### src/sv/u16u8_pkg.sv
// Shared types, constants and encoding helpers for the UTF-16/UTF-32 to UTF-8 transcoder.
// No dependencies; every other file of the block imports this package.
`default_nettype none

package u16u8_pkg;

    // One input item: a wide code unit and the end-of-string marker.
    typedef struct packed {
        logic [31:0] code_unit;
        logic        last_unit;
    } t_in_item;

    // One result item.
    typedef struct packed {
        logic [7:0] data_byte;
        logic       byte_valid;
        logic       run_last;
        logic       string_done;
        logic       encode_error;
    } t_out_item;

    // Classified work item that travels from the front end to the byte serializer.
    typedef struct packed {
        logic [20:0] code_point;
        logic [1:0]  len_m1;
        logic        is_status;
        logic        last_unit;
    } t_cmd;

    // Encoded length codes (number of bytes minus one).
    localparam logic [1:0] LEN_1B = 2'd0;
    localparam logic [1:0] LEN_2B = 2'd1;
    localparam logic [1:0] LEN_3B = 2'd2;
    localparam logic [1:0] LEN_4B = 2'd3;

    localparam logic [15:0] HIGH_SURR_FIRST = 16'hD800;
    localparam logic [15:0] HIGH_SURR_LAST  = 16'hDBFF;
    localparam logic [15:0] LOW_SURR_FIRST  = 16'hDC00;
    localparam logic [15:0] LOW_SURR_LAST   = 16'hDFFF;
    localparam logic [31:0] MAX_CODE_POINT  = 32'h0010_FFFF;
    localparam logic [20:0] SUPP_BASE       = 21'h01_0000;
    localparam logic [20:0] MAX_1B          = 21'h00_007F;
    localparam logic [20:0] MAX_2B          = 21'h00_07FF;
    localparam logic [20:0] MAX_3B          = 21'h00_FFFF;

    function automatic logic [1:0] cp_len(input logic [20:0] cp);
        logic [1:0] len;
        if (cp <= MAX_1B) begin
            len = LEN_1B;
        end else if (cp <= MAX_2B) begin
            len = LEN_2B;
        end else if (cp <= MAX_3B) begin
            len = LEN_3B;
        end else begin
            len = LEN_4B;
        end
        return len;
    endfunction

    // Byte number idx (0 = lead byte) of the UTF-8 sequence for cp.
    function automatic logic [7:0] encode_byte(input logic [20:0] cp, input logic [1:0] len,
                                               input logic [1:0] idx);
        logic [7:0] b;
        b = 8'h00;
        unique case (len)
            LEN_1B: b = {1'b0, cp[6:0]};
            LEN_2B: begin
                b = (idx == 2'd0) ? {3'b110, cp[10:6]} : {2'b10, cp[5:0]};
            end
            LEN_3B: begin
                unique case (idx)
                    2'd0:    b = {4'b1110, cp[15:12]};
                    2'd1:    b = {2'b10, cp[11:6]};
                    default: b = {2'b10, cp[5:0]};
                endcase
            end
            LEN_4B: begin
                unique case (idx)
                    2'd0:    b = {5'b11110, cp[20:18]};
                    2'd1:    b = {2'b10, cp[17:12]};
                    2'd2:    b = {2'b10, cp[11:6]};
                    default: b = {2'b10, cp[5:0]};
                endcase
            end
            default: b = 8'h00;
        endcase
        return b;
    endfunction

endpackage

`default_nettype wire

### src/sv/u16u8_front.sv
// Front end: accepts code units, validates and pairs surrogates, and issues work items.
// Depends on u16u8_pkg; feeds u16u8_queue.
`default_nettype none

module u16u8_front (
    input  wire logic               i_clk,
    input  wire logic               i_rst_n,
    input  wire logic               i_cfg_wr_en,
    input  wire logic               i_cfg_wr_data,
    input  wire logic               i_in_valid,
    output logic                    o_in_stall,
    input  wire u16u8_pkg::t_in_item i_in_item,
    input  wire logic               i_full,
    output logic                    o_push,
    output u16u8_pkg::t_cmd         o_cmd
);
    import u16u8_pkg::*;

    logic       r_mode;
    logic       r_pending;
    logic [9:0] r_hi;
    logic       r_drop;
    logic       n_pending;
    logic [9:0] n_hi;
    logic       n_drop;

    logic        accept;
    logic        last;
    logic [15:0] u16;
    logic        do_fail;
    logic        do_emit;
    logic [20:0] cp;

    assign o_in_stall = i_full;
    assign accept     = i_in_valid && !i_full;
    assign last       = i_in_item.last_unit;
    assign u16        = i_in_item.code_unit[15:0];

    always_comb begin
        do_fail   = 1'b0;
        do_emit   = 1'b0;
        cp        = '0;
        n_pending = r_pending;
        n_hi      = r_hi;
        n_drop    = r_drop;

        priority if (r_drop) begin
            do_fail = last;
        end else if (r_mode) begin
            if (r_pending || (i_in_item.code_unit > MAX_CODE_POINT)
                || ((u16 >= HIGH_SURR_FIRST) && (u16 <= LOW_SURR_LAST)
                    && (i_in_item.code_unit[31:16] == 16'h0000))) begin
                do_fail = 1'b1;
            end else begin
                do_emit = 1'b1;
                cp      = i_in_item.code_unit[20:0];
            end
        end else if (r_pending) begin
            if ((u16 < LOW_SURR_FIRST) || (u16 > LOW_SURR_LAST)) begin
                do_fail = 1'b1;
            end else begin
                do_emit   = 1'b1;
                cp        = SUPP_BASE + {1'b0, r_hi, u16[9:0]};
                n_pending = 1'b0;
                n_hi      = '0;
            end
        end else if ((u16 >= HIGH_SURR_FIRST) && (u16 <= HIGH_SURR_LAST)) begin
            if (last) begin
                do_fail = 1'b1;
            end else begin
                n_pending = 1'b1;
                n_hi      = u16[9:0];
            end
        end else if ((u16 >= LOW_SURR_FIRST) && (u16 <= LOW_SURR_LAST)) begin
            do_fail = 1'b1;
        end else begin
            do_emit = 1'b1;
            cp      = {5'd0, u16};
        end

        if (do_fail) begin
            n_pending = 1'b0;
            n_hi      = '0;
            n_drop    = !last;
        end
    end

    assign o_push = accept && (do_fail || do_emit);

    always_comb begin
        o_cmd.code_point = do_fail ? 21'd0 : cp;
        o_cmd.len_m1     = do_fail ? LEN_1B : cp_len(cp);
        o_cmd.is_status  = do_fail;
        o_cmd.last_unit  = last;
    end

    always_ff @(posedge i_clk) begin
        if (!i_rst_n) begin
            r_mode    <= 1'b0;
            r_pending <= 1'b0;
            r_hi      <= '0;
            r_drop    <= 1'b0;
        end else begin
            if (i_cfg_wr_en) begin
                r_mode <= i_cfg_wr_data;
            end
            if (accept) begin
                r_pending <= n_pending;
                r_hi      <= n_hi;
                r_drop    <= n_drop;
            end
        end
    end

    // A held surrogate and the drop state exclude each other.
    a_pend_drop_excl: assert property (@(posedge i_clk) disable iff (!i_rst_n)
        !(r_pending && r_drop))
        else $error("surrogate held while dropping");

    // A last unit always leaves the front end with no string state.
    a_last_clears: assert property (@(posedge i_clk) disable iff (!i_rst_n)
        (accept && last) |=> (!r_pending && !r_drop))
        else $error("string state survived the last unit");

endmodule

`default_nettype wire

### src/sv/u16u8_queue.sv
// Small register queue that decouples the front end from the byte serializer.
// Depends on u16u8_pkg for the work item type.
`default_nettype none

module u16u8_queue #(
    parameter int DEPTH = 4
) (
    input  wire logic           i_clk,
    input  wire logic           i_rst_n,
    input  wire logic           i_push,
    input  wire u16u8_pkg::t_cmd i_cmd,
    output logic                o_full,
    input  wire logic           i_pop,
    output logic                o_head_valid,
    output u16u8_pkg::t_cmd     o_head
);
    import u16u8_pkg::*;

    localparam int PTR_W = (DEPTH > 1) ? $clog2(DEPTH) : 1;
    localparam int CNT_W = $clog2(DEPTH + 1);

    t_cmd             r_mem [DEPTH];
    logic [PTR_W-1:0] r_wr_ptr;
    logic [PTR_W-1:0] r_rd_ptr;
    logic [CNT_W-1:0] r_count;
    logic             do_push;
    logic             do_pop;

    assign o_full       = (r_count == CNT_W'(DEPTH));
    assign o_head_valid = (r_count != '0);
    assign o_head       = r_mem[r_rd_ptr];
    assign do_push      = i_push && !o_full;
    assign do_pop       = i_pop && o_head_valid;

    always_ff @(posedge i_clk) begin
        if (do_push) begin
            r_mem[r_wr_ptr] <= i_cmd;
        end
    end

    always_ff @(posedge i_clk) begin
        if (!i_rst_n) begin
            r_wr_ptr <= '0;
            r_rd_ptr <= '0;
            r_count  <= '0;
        end else begin
            if (do_push) begin
                r_wr_ptr <= (r_wr_ptr == PTR_W'(DEPTH - 1)) ? '0 : r_wr_ptr + 1'b1;
            end
            if (do_pop) begin
                r_rd_ptr <= (r_rd_ptr == PTR_W'(DEPTH - 1)) ? '0 : r_rd_ptr + 1'b1;
            end
            if (do_push && !do_pop) begin
                r_count <= r_count + 1'b1;
            end else if (do_pop && !do_push) begin
                r_count <= r_count - 1'b1;
            end
        end
    end

    a_no_push_full: assert property (@(posedge i_clk) disable iff (!i_rst_n)
        !(i_push && o_full))
        else $error("push into a full queue");

    a_no_pop_empty: assert property (@(posedge i_clk) disable iff (!i_rst_n)
        !(i_pop && !o_head_valid))
        else $error("pop from an empty queue");

endmodule

`default_nettype wire

### src/sv/u16u8_back.sv
// Back end: serializes each queued work item into UTF-8 byte or status results.
// Depends on u16u8_pkg; reads from u16u8_queue and drives the output register.
`default_nettype none

module u16u8_back (
    input  wire logic           i_clk,
    input  wire logic           i_rst_n,
    input  wire logic           i_head_valid,
    input  wire u16u8_pkg::t_cmd i_head,
    output logic                o_pop,
    output logic                o_out_valid,
    input  wire logic           i_out_stall,
    output u16u8_pkg::t_out_item o_out_item
);
    import u16u8_pkg::*;

    logic      r_out_valid;
    t_out_item r_out;
    logic [1:0] r_idx;
    logic [1:0] n_idx;
    t_out_item n_out;
    logic      load;
    logic      take;
    logic      fin;

    assign load = !r_out_valid || !i_out_stall;
    assign take = load && i_head_valid;
    assign fin  = i_head.is_status || (r_idx == i_head.len_m1);
    assign o_pop = take && fin;
    assign n_idx = fin ? 2'd0 : r_idx + 2'd1;

    always_comb begin
        if (i_head.is_status) begin
            n_out.data_byte    = 8'h00;
            n_out.byte_valid   = 1'b0;
            n_out.run_last     = 1'b1;
            n_out.string_done  = i_head.last_unit;
            n_out.encode_error = 1'b1;
        end else begin
            n_out.data_byte    = encode_byte(i_head.code_point, i_head.len_m1, r_idx);
            n_out.byte_valid   = 1'b1;
            n_out.run_last     = fin;
            n_out.string_done  = fin && i_head.last_unit;
            n_out.encode_error = 1'b0;
        end
    end

    always_ff @(posedge i_clk) begin
        if (take) begin
            r_out <= n_out;
        end
    end

    always_ff @(posedge i_clk) begin
        if (!i_rst_n) begin
            r_out_valid <= 1'b0;
            r_idx       <= '0;
        end else begin
            if (load) begin
                r_out_valid <= i_head_valid;
            end
            if (take) begin
                r_idx <= n_idx;
            end
        end
    end

    assign o_out_valid = r_out_valid;
    assign o_out_item  = r_out;

    // A partly sent sequence keeps its work item at the head of the queue.
    a_idx_has_head: assert property (@(posedge i_clk) disable iff (!i_rst_n)
        (r_idx != 2'd0) |-> i_head_valid)
        else $error("byte index advanced without a queued item");

    // Status results carry no byte and always close their run.
    a_status_shape: assert property (@(posedge i_clk) disable iff (!i_rst_n)
        (r_out_valid && r_out.encode_error) |-> (!r_out.byte_valid && r_out.run_last))
        else $error("malformed status result");

endmodule

`default_nettype wire

### src/sv/utf16_to_utf8_transcoder_top.sv
// Top level of the UTF-16/UTF-32 to UTF-8 transcoder.
// Depends on u16u8_pkg, u16u8_front, u16u8_queue and u16u8_back.
//
// Usage:
//   Input channel (i_in_valid, o_in_stall, i_in_item) carries one code unit per
//   transfer with a flag on the last unit of a string. Output channel (o_out_valid,
//   i_out_stall, o_out_item) carries one UTF-8 byte or one status result per transfer.
//   The single configuration bit selects UTF-16 (0) or UTF-32 (1) units; it must be written
//   through i_cfg_wr_en / i_cfg_wr_data only while the block is idle; the block does not enforce this.
// A unit's work item is registered in the queue, and its first result then in the output register.
// Throughput: one code unit per cycle while each unit yields at most one result and i_out_stall is low.
//   A unit that encodes to N bytes yields one result per byte in turn, so the sustained
//   rate is one result per cycle while the output is not stalled, set by the single output register.
//   High surrogates and units dropped after an error, the last unit of a string apart,
//   yield no result and take no queue entry.
// The queue between front end and serializer holds QUEUE_DEPTH work items; the
//   input stalls only when it is full.
// Reset (synchronous, active low) clears the mode bit to UTF-16, drops any held
//   surrogate and error state, and empties the queue and output register.
// When the receiver stalls, the presented result holds and the queue fills; the
//   input keeps taking units until the queue is full.
`default_nettype none

module utf16_to_utf8_transcoder_top #(
    parameter int QUEUE_DEPTH = 4
) (
    input  wire logic                i_clk,
    input  wire logic                i_rst_n,
    input  wire logic                i_cfg_wr_en,
    input  wire logic                i_cfg_wr_data,
    input  wire logic                i_in_valid,
    output logic                     o_in_stall,
    input  wire u16u8_pkg::t_in_item  i_in_item,
    output logic                     o_out_valid,
    input  wire logic                i_out_stall,
    output u16u8_pkg::t_out_item     o_out_item
);
    import u16u8_pkg::*;

    logic push;
    t_cmd push_cmd;
    logic q_full;
    logic pop;
    logic head_valid;
    t_cmd head;

    // Front end: validation, surrogate pairing and error tracking per string.
    u16u8_front u_front (
        .i_clk         (i_clk),
        .i_rst_n       (i_rst_n),
        .i_cfg_wr_en   (i_cfg_wr_en),
        .i_cfg_wr_data (i_cfg_wr_data),
        .i_in_valid    (i_in_valid),
        .o_in_stall    (o_in_stall),
        .i_in_item     (i_in_item),
        .i_full        (q_full),
        .o_push        (push),
        .o_cmd         (push_cmd)
    );

    // Work item queue, so that a stalled output does not stop the input at once.
    u16u8_queue #(
        .DEPTH (QUEUE_DEPTH)
    ) u_queue (
        .i_clk        (i_clk),
        .i_rst_n      (i_rst_n),
        .i_push       (push),
        .i_cmd        (push_cmd),
        .o_full       (q_full),
        .i_pop        (pop),
        .o_head_valid (head_valid),
        .o_head       (head)
    );

    // Back end: one byte or status result per cycle into the output register while the output is not stalled.
    u16u8_back u_back (
        .i_clk        (i_clk),
        .i_rst_n      (i_rst_n),
        .i_head_valid (head_valid),
        .i_head       (head),
        .o_pop        (pop),
        .o_out_valid  (o_out_valid),
        .i_out_stall  (i_out_stall),
        .o_out_item   (o_out_item)
    );

    // A byte result never carries the error flag.
    a_byte_no_error: assert property (@(posedge i_clk) disable iff (!i_rst_n)
        (o_out_valid && o_out_item.byte_valid) |-> !o_out_item.encode_error)
        else $error("byte result flagged as error");

endmodule

`default_nettype wire
### config.mk
export PLATFORM = sky130hd
export DESIGN_NAME = utf16_to_utf8_transcoder_top
export DESIGN_NICKNAME = d
export VERILOG_FILES = /design/src/sv/u16u8_pkg.sv /design/src/sv/u16u8_front.sv /design/src/sv/u16u8_queue.sv /design/src/sv/u16u8_back.sv /design/src/sv/utf16_to_utf8_transcoder_top.sv
export SDC_FILE = /design/constraint.sdc
export NUM_CORES = 1
export LEC_CHECK = 0
export ABC_AREA = 1
export BUFFER_PORTS_ARGS = -buffer_cell sky130_fd_sc_hd__buf_2
export CAP_MARGIN = 10
export CORE_ASPECT_RATIO = 1.2
export CORE_MARGIN = 10
export CORE_UTILIZATION = 54
export DETAILED_ROUTE_END_ITERATION = 16
export PLACE_DENSITY = 0.73
export SYNTH_ARGS = -nofsm -noshare
export SYNTH_HDL_FRONTEND = slang
export SYNTH_SLANG_ARGS = --single-unit
### constraint.sdc
create_clock -name i_clk -period 3 [get_ports i_clk]
set_input_delay 0.3 -clock i_clk [delete_from_list [all_inputs] [get_ports i_clk]]
set_output_delay 0.3 -clock i_clk [all_outputs]
set_load 0.05 [all_outputs]
==> reports/qor.yml <==
status:
  status: "complete, no violations"
global_routing:
  grt_pass1_wl_mm: 26.6
  gr-usage-all-layers_pct: 19.5
  grt_max_degree: 56
  overflow: 0
  first_global_vias: 5302
  antenna_found_initial: 0
die:
  dieArea_um2: 17300
  fp.dieH_um: 142
  start_util_pct: 55.3
  io_pins: 53
  fp.coreArea_um2: 12200
  rows: 44
  die_width_um: 122
route:
  wl_met1_mm: 6.54
  wl_met3_mm: 1.06
  vias: 5377
  top_layer: "met4"
  first_iter_violations: 455
  routed_via_density: 5.58
  wl_per_cell_um: 17.3
  first_pass_iters: 5
  ant_nets: 0
  drc: 0
  totalWireLength_mm: 16.7
  route.met2.wl_mm: 8.61
logic_synthesis:
  netlist_area_um2: 6730
  synthTopCellsByCount: "nand2_1, edfxtp_1, nor2_1"
  post-synth-top-count-cell: "nand2_1"
  synth_cell_types: 42
  synth_ff_type: "edfxtp_1"
  syn-num-nets: 786
  yosysTopAreaCell: "edfxtp_1"
  synthCells: 735
  synth-edff-count: 112
  synth_area_leaders: "edfxtp_1, nand2_1, dfxtp_1"
  ys_warn_count: 0
  syn-mean-instance-area_um2: 9.15
  yosysTopAreaCellShare_pct: 50.0
  synth_seq_cells: 137
  seq_area_frac_synth_pct: 57.4
  synthArstFlopShare_pct: 0
placed_design:
  hpwlAfterDp_mm: 11.5
  io_buffer_count: 52
  finalWeightedCongestion: 0.876
  dp_cells: 931
sta:
  relSlewSlack_pct: 65.4
  grt_setup_unrepaired: "false"
  skew_ns: 0.0146
  finalSetupTns_ns: 0
  period_minus_slack_ns: 2.68
  finalHoldViolCount: 0
  fmax_mhz: 373
  tightest_slew_ns: 0.518
  finalSetupViolations: 0
  finalMaxSlewViolations: 0
  period_share_pct: 89.3
critical_path:
  crit_path_frequent_cell: "nand2_1"
  worstPathRequired_ns: 3.31
  r2r_slack_ns: 0.32
  critical_path_arrival_ns: 2.98
  end_kind: "flip-flop"
  r2r_end: "u_queue.r_count[2]"
  crit_fanout: 28
  reg2reg_depth: 15
  crit_type: "flip-flop to flip-flop"
  worstSetupStartpointType: "flip-flop"
  crit_path_max_incr_delay_ns: 0.45
  cp_cell_sequence: "buf_12, nand2_1, nand3_1, nand2_1, xor2_1, nand2_1, nand2_1, nand2_1, ha_1, inv_1, fa_1, a21oi_1, o21ai_0, o21ai_0, a21oi_1"
  critPathSlowestCell: "dfxtp_2"
worst_hold_path:
  min_to: "u_front.r_mode"
  min_path_cells: 3
  hold_start: "i_cfg_wr_data"
  hold_path_class: "input pin to flip-flop"
clock_network:
  cts_hold_buf: 0
  clkTransAtPathRegs_ns: 0.06
  cts_max_level: 4
  clock_latency_ns: 0.42
  cts_sinks: 137
  cts_root_buf: "clkbuf_16"
  cts_tree: "done"
  cts_buffers: 17
  cts_buffer_depth: 2
job:
  maxCapViolCount: 0
power:
  p_leak_nw: 3.27
  power.density_nw_per_um2: 1000
  ir_worst_vdd_mv: 0.541
finish:
  final_cell_count_no_fill: 964
  diodes: 0
  drive_gt1_share_pct: 16.7
  syn_to_final_growth_pct: 15.7
  postLayoutCoreUtil_pct: 64.0
  layout.nets: 841
[critical path, delay by kind of cell, from the launching register on]
family          cells  cell delay (ns)
fa+ha+maj           2             0.54
flops               1             0.45
xor+xnor            1             0.16
compound gates      4             0.45
buf+inv             2             0.29
simple gates        6             0.67
[per-layer routing]
layer / up-vias / GRT usage (%)
met5: - / 0
met4: 0 / 7.98
met3: 30 / 4.13
met2: 193 / 34.0
li1: 2603 / -
met1: 2551 / 22.8
[worst max-delay path by stage]
stage,from,endpoint,slack [ns],cells after the start
2_1_floorplan,u_front.r_pending,u_queue.r_mem[0][0],0.24,12
3_3_place_gp,i_in_item[15],u_queue.r_count[2],0.35,19
3_5_place_dp,i_in_item[15],u_queue.r_count[2],0.29,19
4_1_cts,flip-flop,u_queue.r_count[2],0.31,15
5_1_grt,flip-flop,u_queue.r_count[2],0.08,15
6_report,flip-flop,u_queue.r_count[2],0.32,15
[metrics by stage]
step / total power [mW] / cell area, um^2 / setup slack [ns] / hold slack (ns)
after detailed placement: 5.70 / 7160 / 0.291 / 0.481
after floorplan: 4.83 / 6730 / 0.242 / 0.399
after global routing: 8.31 / 7780 / 0.0779 / 0.156
after CTS: 7.76 / 7760 / 0.307 / 0.109
final: 7.82 / 7780 / 0.322 / 0.112
after global placement: 5.62 / 7160 / 0.346 / 0.471
[cell type report]
cell class	count	area (um^2)
fill	1015	4380
sequential	137	3860
multi-input combinational	486	2410
clock buffer	20	457
timing repair buffer	67	403
inverter	81	307
tap	161	201
clock inverter	12	143
[registers in the layout (all words and copies together) (netlist names), named ones only]
| signal | count |
|---|---|
| u_queue.r_wr_ptr | 2 |
| u_queue.r_rd_ptr | 2 |
| u_back.r_idx | 2 |
| u_front.r_drop | 1 |
| u_back.o_out_item | 12 |
| u_queue.r_mem | 100 |
| u_queue.r_count | 3 |
| u_front.r_hi | 10 |
| u_back.o_out_valid | 1 |
| u_front.r_mode | 1 |
| u_front.r_pending | 1 |
[where the power goes]
part | leakage [nW] | internal (mW) | switching, mW
combinational | 1.74 | 0.917 | 2.20
clock | 0.279 | 1.27 | 0.797
sequential | 1.25 | 2.49 | 0.144
[cells in the final DEF (no fill, tap or decap), types with 2 or more instances in the layout]
master	n
nand2_1	160
edfxtp_1	112
nor2_1	88
nand3_1	70
inv_1	68
buf_2	52
o21ai_0	49
a21oi_1	37
dfxtp_1	24
clkbuf_16	18
buf_4	13
inv_2	12
ha_1	11
nand4_1	9
nor2_2	8
o21ai_1	7
o22ai_1	7
o2111ai_1	5
clkinv_4	5
nor3_1	4
clkinvlp_4	4
nand3_4	3
o22a_1	3
and2_1	2
nand2_4	2
nor3_2	2
xor2_1	2
or2_2	2
o211ai_1	2
bufinv_16	2
clkbuf_8	2
[cell families (layout without fill, tap and decap cells)]
group	after synthesis	after routing	share of synthesized area [%]
and+or+nand+nor	354	354	23.1
DFF	137	137	57.4
buffers and inverters	112	180	6.88
AOI/OAI and AO/OA	118	118	10.0
xor gates and xnor gates	2	2	0.260
adders and majority gates	12	12	2.34
[timing repair]
action	CTS	global route
resized for setup	0	3
endpoints found under the setup margin	0	1
buffers inserted	0	0
Note: power is estimated with default switching activity, not from simulation.
